`config.mk`:
```
export PLATFORM = sky130hd
export DESIGN_NAME = rpp_div
export DESIGN_NICKNAME = d
export VERILOG_FILES = /design/src/rpp_pkg.sv /design/src/rpp_div.sv
export SDC_FILE = /design/constraint.sdc
export NUM_CORES = 2
export LEC_CHECK = 0
export ABC_AREA = 1
export ABC_CLOCK_PERIOD_IN_PS = 3210
export BUFFER_PORTS_ARGS = -buffer_cell sky130_fd_sc_hd__buf_2
export CAP_MARGIN = 20
export CORE_MARGIN = 2
export CORE_UTILIZATION = 35
export DETAILED_ROUTE_END_ITERATION = 7
export PLACE_DENSITY = 0.58
export SLEW_MARGIN = 40
export SYNTH_ARGS = -nofsm -noshare
export SYNTH_HDL_FRONTEND = slang
export SYNTH_SLANG_ARGS = --single-unit
```
`constraint.sdc`:
```
create_clock -name clk -period 3.21 [get_ports clk]
set_input_delay 0.642 -clock clk [delete_from_list [all_inputs] [get_ports clk]]
set_output_delay 0.642 -clock clk [all_outputs]
set_load 0.1 [all_outputs]
```
`src/rpp_pkg.sv`:
```
// Shared widths, register codes, depth/pressure tables and types for the pressure profile.
package rpp_pkg;

  localparam int TAB_CAP    = 64;
  localparam int IDX_W      = $clog2(TAB_CAP);
  localparam int ELEV_W     = 32;
  localparam int PRES_W     = 41;
  localparam int CFG_IDX_W  = 3;
  localparam int CFG_DATA_W = 24;
  localparam int RHO_W      = 32;
  localparam int GRAV_W     = 24;
  localparam int DEPTH_M_W  = 22;
  localparam int STD_W      = 14;
  localparam int UNITS_W    = 18;   // 1e6 Pa units
  localparam int STEP_W     = 13;   // largest pressure step between points, 1e6 Pa units
  localparam int SPAN_W     = 17;   // largest depth step between points, meters
  localparam int FRAC_W     = SPAN_W + 8;
  localparam int SCALE_W    = 14;
  localparam int KK_W       = STEP_W + SCALE_W;
  localparam int NUM_W      = KK_W + FRAC_W + 1;
  localparam int DEN_W      = SPAN_W + 2;
  localparam int QUO_W      = 33;   // interpolated step stays below 2^33 Pa

  localparam logic [CFG_IDX_W-1:0] CFG_PRESSURE_MODE = 3'd0;
  localparam logic [CFG_IDX_W-1:0] CFG_HYD_DIFFUSION = 3'd1;
  localparam logic [CFG_IDX_W-1:0] CFG_REF_DENSITY   = 3'd2;
  localparam logic [CFG_IDX_W-1:0] CFG_REF_POROSITY  = 3'd3;
  localparam logic [CFG_IDX_W-1:0] CFG_GRAVITY       = 3'd4;

  localparam logic [1:0] MODE_LITHO  = 2'd0;
  localparam logic [1:0] MODE_STD    = 2'd1;
  localparam logic [1:0] MODE_CRUST  = 2'd2;
  localparam logic [1:0] MODE_UNUSED = 2'd3;

  localparam logic [15:0]        WATER_DENSITY = 16'd1000;
  localparam logic [SCALE_W-1:0] PA_SCALE      = 14'd15625;   // 1e6 / 64
  localparam logic [19:0]        MEGA          = 20'd1000000;
  localparam logic [3:0]         STD_TO_UNITS  = 4'd10;

  localparam logic signed [PRES_W-1:0] PRES_MAX = {1'b0, {(PRES_W-1){1'b1}}};
  localparam logic signed [PRES_W-1:0] PRES_MIN = {1'b1, {(PRES_W-1){1'b0}}};

  localparam logic [DEPTH_M_W-1:0] TAB_DEPTH_M [TAB_CAP] = '{
    22'd0, 22'd3000, 22'd15000, 22'd24400, 22'd40000, 22'd60000, 22'd80000, 22'd115000,
    22'd150000, 22'd185000, 22'd220000, 22'd265000, 22'd310000, 22'd355000, 22'd400000,
    22'd450000, 22'd500000, 22'd550000, 22'd600000, 22'd635000, 22'd670000, 22'd721000,
    22'd771000, 22'd871000, 22'd971000, 22'd1071000, 22'd1171000, 22'd1271000, 22'd1371000,
    22'd1471000, 22'd1571000, 22'd1671000, 22'd1771000, 22'd1871000, 22'd1971000,
    22'd2071000, 22'd2171000, 22'd2271000, 22'd2371000, 22'd2471000, 22'd2571000,
    22'd2671000, 22'd2741000, 22'd2771000, 22'd2871000, 22'd2891000,
    22'd0, 22'd0, 22'd0, 22'd0, 22'd0, 22'd0, 22'd0, 22'd0, 22'd0,
    22'd0, 22'd0, 22'd0, 22'd0, 22'd0, 22'd0, 22'd0, 22'd0, 22'd0
  };

  // 1e7 Pa units
  localparam logic [STD_W-1:0] TAB_STD [TAB_CAP] = '{
    14'd0, 14'd3, 14'd33, 14'd60, 14'd112, 14'd178, 14'd245, 14'd361, 14'd478, 14'd594,
    14'd711, 14'd864, 14'd1020, 14'd1177, 14'd1335, 14'd1522, 14'd1713, 14'd1907, 14'd2104,
    14'd2243, 14'd2383, 14'd2607, 14'd2829, 14'd3276, 14'd3728, 14'd4186, 14'd4648, 14'd5116,
    14'd5589, 14'd6068, 14'd6552, 14'd7041, 14'd7535, 14'd8036, 14'd8543, 14'd9056, 14'd9576,
    14'd10103, 14'd10638, 14'd11182, 14'd11734, 14'd12297, 14'd12697, 14'd12870, 14'd13456,
    14'd13575,
    14'd0, 14'd0, 14'd0, 14'd0, 14'd0, 14'd0, 14'd0, 14'd0, 14'd0,
    14'd0, 14'd0, 14'd0, 14'd0, 14'd0, 14'd0, 14'd0, 14'd0, 14'd0
  };

  // 1e6 Pa units
  localparam logic [UNITS_W-1:0] TAB_CRUST [TAB_CAP] = '{
    18'd0, 18'd82, 18'd410, 18'd670, 18'd1120, 18'd1780, 18'd2450, 18'd3610, 18'd4780,
    18'd5940, 18'd7110, 18'd8640, 18'd10200, 18'd11770, 18'd13350, 18'd15220, 18'd17130,
    18'd19070, 18'd21040, 18'd22430, 18'd23830, 18'd26070, 18'd28290, 18'd32760, 18'd37280,
    18'd41860, 18'd46480, 18'd51160, 18'd55890, 18'd60680, 18'd65520, 18'd70410, 18'd75350,
    18'd80360, 18'd85430, 18'd90560, 18'd95760, 18'd101030, 18'd106380, 18'd111820,
    18'd117340, 18'd122970, 18'd126970, 18'd128700, 18'd134560, 18'd135750,
    18'd0, 18'd0, 18'd0, 18'd0, 18'd0, 18'd0, 18'd0, 18'd0, 18'd0,
    18'd0, 18'd0, 18'd0, 18'd0, 18'd0, 18'd0, 18'd0, 18'd0, 18'd0
  };

  typedef struct packed {
    logic signed [PRES_W-1:0] base;
    logic                     sat;
  } rpp_side_t;

  function automatic logic [UNITS_W-1:0] tab_units(input logic crust,
                                                   input logic [IDX_W-1:0] idx);
    logic [UNITS_W-1:0] u;
    if (crust) begin
      u = TAB_CRUST[idx];
    end else begin
      u = UNITS_W'(TAB_STD[idx]) * UNITS_W'(STD_TO_UNITS);
    end
    return u;
  endfunction

endpackage

```
`src/rpp_div.sv`:
```
// Pipelined restoring divider, one quotient bit per stage, with sideband carried alongside.
module rpp_div (
  input  logic                          clk,
  input  logic                          rst,
  input  logic                          en,
  input  logic                          in_v,
  input  logic [rpp_pkg::NUM_W-1:0]     numer,
  input  logic [rpp_pkg::DEN_W-1:0]     den,
  input  rpp_pkg::rpp_side_t            side_in,
  output logic                          out_v,
  output logic [rpp_pkg::QUO_W-1:0]     quo,
  output rpp_pkg::rpp_side_t            side_out
);
  import rpp_pkg::*;

  logic [QUO_W-1:0] vld;
  logic [DEN_W-1:0] rem [QUO_W];
  logic [QUO_W-1:0] shq [QUO_W];   // numerator bits leave the top, quotient bits enter below
  logic [DEN_W-1:0] dvs [QUO_W];
  rpp_side_t        sb  [QUO_W];
  logic [DEN_W-1:0] rem_next [QUO_W];
  logic [QUO_W-1:0] shq_next [QUO_W];

  // numerator top part is below the divisor, so the quotient fits QUO_W bits
  always_comb begin
    logic [DEN_W-1:0] r_in;
    logic [DEN_W-1:0] d_in;
    logic [QUO_W-1:0] s_in;
    logic [DEN_W:0]   trial;
    for (int k = 0; k < QUO_W; k++) begin
      if (k == 0) begin
        r_in = DEN_W'(numer[NUM_W-1:QUO_W]);
        s_in = numer[QUO_W-1:0];
        d_in = den;
      end else begin
        r_in = rem[k-1];
        s_in = shq[k-1];
        d_in = dvs[k-1];
      end
      trial = {r_in, s_in[QUO_W-1]};
      if (trial >= {1'b0, d_in}) begin
        rem_next[k] = DEN_W'(trial - {1'b0, d_in});
        shq_next[k] = {s_in[QUO_W-2:0], 1'b1};
      end else begin
        rem_next[k] = DEN_W'(trial);
        shq_next[k] = {s_in[QUO_W-2:0], 1'b0};
      end
    end
  end

  always_ff @(posedge clk) begin
    if (rst) begin
      vld <= '0;
    end else if (en) begin
      vld <= {vld[QUO_W-2:0], in_v};
    end
  end

  always_ff @(posedge clk) begin
    if (en) begin
      for (int k = 0; k < QUO_W; k++) begin
        rem[k] <= rem_next[k];
        shq[k] <= shq_next[k];
      end
      dvs[0] <= den;
      sb[0]  <= side_in;
      for (int k = 1; k < QUO_W; k++) begin
        dvs[k] <= dvs[k-1];
        sb[k]  <= sb[k-1];
      end
    end
  end

  assign out_v    = vld[QUO_W-1];
  assign quo      = shq[QUO_W-1];
  assign side_out = sb[QUO_W-1];

endmodule

```
==> metrics.yaml <==
status: "complete, no violations"
cts_inserted_buffers: 395
drive_gt1_frac: 0.0746
syn_to_final_growth_pct: 14.4
yosys-top-cells-area: "edfxtp_1 69%, nand2_1 10%, ha_1 4.9%, inv_1 4.3%, nand3_1 2.0%"
dieArea_um2: 464000
synth_nets: 14441
critPathCaptureType: "flip-flop"
dp_slack_ps: 366
synth_cells: 13664
gp_congestion: 0.876
timing.fmax_ghz: 0.355
vias_per_cell: 4.43
fin_ws_ps: 394
ctsResizeCount: 0
wl_per_cell_um: 15.3
rsz0062_at_grt: "false"
die_w_um: 681
io_pins: 194
clock_path_buffers: 4
initial_core_util: 0.352
track_usage: 0.134
drtPass1Iterations: 6
netlist_area_um2: 160000
fin_crit_sh: 0.877
setup_viol: 0
seqCellArea_um2: 111000
portBuffers: 192
arrival_ps: 3530
drt_first_iter_violations: 6290
fin_tns_setup_ps: 0
grt_max_degree: 113
h-tree-depth: 5
yosysWarnings: 0
cp.required_ps: 3930
async_reset_ff_frac: 0
crit_fanout: 17
critPathKind: "flip-flop to flip-flop"
clock-sinks: 3724
vdd_ir_drop_max_v: 0.000527
cellLeakagePower_nw: 76.3
die_y_um: 681
synth_seq_area_share: 0.695
clock_latency_ps: 990
drc: 0
synth_common_cells: "4257 x nand2_1, 3691 x edfxtp_1, 1859 x inv_1, 775 x nor2_1, 652 x nand3_1"
clkTransAtPathRegs_ps: 60
period_needed_ps: 2820
core-area_um2: 456000
synth_top_area_cell: "edfxtp_1"
cap_violations: 0
avgSynthCellArea_um2: 11.7
synth.most_common_cell: "nand2_1"
grt_pass1_vias: 89905
max_slew_margin: 0.548
multiInputGateArea_um2: 40600
vias: 92132
start_kind: "flip-flop"
drv_slew: 0
synth_top_area_frac: 0.691
grt_pass1_wl_um: 496000
fin_skew_ps: 47.8
ys_seq_elements: 3724
hp-class: "primary input to flip-flop"
cts_root_buf: "clkbuf_16"
synth_edf_count: 3691
dpl.hpwl_um: 227000
tightestPinTransition_ps: 677
drtAntennaViolNets: 0
routed_wl_um: 318000
post_cts_buffers: 0
final_nets: 15142
overflow: 0
fillers: 43140
num_rows: 248
synth_cell_types: 32
final-hold-violation-count: 0
cts_tree: "yes"
grt_antenna_before_repair: 5
synth_ff_type: "edfxtp_1"
power_density_nw_per_um2: 882
[path summary, 6_finish.rpt]
kind / from / end / cells after the start / slack (ps)
max: shq[0][263] / rem[0][167] / 13 / 390
min: numer[33] / rem[0][1] / 3 / 120
max reg2reg: shq[0][263] / rem[0][167] / 13 / 390
min reg2reg: shq[0][892] / shq[0][926] / 0 / 380
[repair_timing]
item / 4_1_cts / 5_1_grt
hold buffers: 112 / 0
hold endpoints to repair: 112 / 0
setup endpoints to repair: 0 / 0
[layer usage]
metal,vias up,track usage,routed length (µm)
li1,47135,-,-
met5,-,0,0
met3,569,0.0203,12600
met4,0,0.0408,9460
met2,1458,0.232,155000
met1,42970,0.173,141000
[critical path, stage by stage, from the launching register on]
cell and delay, ps:
edfxtp_1 460, inv_1 100, ha_1 250, fa_1 460
inv_1 110, nand3_1 70, nand3_1 160, nand3_1 90
nand3_1 140, nand2_1 110, nand2_4 220, inv_4 150
nand2_1 90, nand2_1 130
[stage by stage]
step | cell area, µm² | power [mW] | util | instances | hold WS (ps)
detailed placement | 169000 | 117 | 0.371 | 19980 | 405
finish | 184000 | 162 | 0.402 | 20813 | 119
global placement | 169000 | 117 | 0.371 | 19980 | 400
CTS | 184000 | 164 | 0.402 | 20809 | 4.24
global route | 184000 | 173 | 0.402 | 20811 | 96.6
floorplan | 160000 | 104 | - | 13664 | 400
[area by class of cell]
cell class / instances / share of cell area
flip-flops and latches: 3724 / 0.607
clock inverters: 251 / 0.0154
multi-input cells: 7904 / 0.221
diodes: 3 / 0.0000409
clock buffers: 466 / 0.0556
inverters: 1896 / 0.0391
repair buffers: 444 / 0.0201
well taps: 6125 / 0.0417
[registers in the layout, indices dropped and copies added (netlist names)]
signal	cells
sb	1386
shq	1089
dvs	608
rem	608
vld	33
[power breakdown]
| part | switching [mW] | internal (mW) | leakage [nW] |
|---|---|---|---|
| clock | 19.0 | 26.4 | 6.29 |
| sequential | 4.01 | 63.1 | 36.4 |
| combinational | 32.7 | 16.7 | 33.6 |
| total | 55.7 | 106 | 76.3 |
[cells by family after synthesis]
group                    Yosys count  synth area share
AO/OA/AOI/OAI                    674            0.0218
AND/OR/NAND/NOR                 6251             0.161
buffers and inverters           2036            0.0526
adder cells (fa/ha/maj)          659            0.0529
XOR/XNOR                         320            0.0175
flip-flops                      3724             0.695
[cells in the final DEF, fill, tap and decap left out, drive strengths merged]
cell type | netlist | final
buf | 129 | 332
bufinv | 0 | 43
xnor2 | 96 | 96
edfxtp | 3691 | 3691
clkinv | 0 | 170
and2 | 36 | 36
xor2 | 224 | 224
nand3b | 162 | 162
nand2 | 4327 | 4327
clkinvlp | 0 | 22
o21bai | 25 | 25
nand4 | 11 | 11
a21oi | 411 | 411
o211ai | 1 | 1
nor2 | 847 | 847
nor4 | 11 | 11
clkbuf | 11 | 466
o21a | 17 | 17
o21ai | 220 | 220
dlygate4sd3 | 0 | 112
nor3 | 202 | 202
nand3 | 655 | 655
dfxtp | 33 | 33
inv | 1896 | 1912
ha | 627 | 627
diode | 0 | 3
fa | 32 | 32
(Power assumes the default switching activity.)
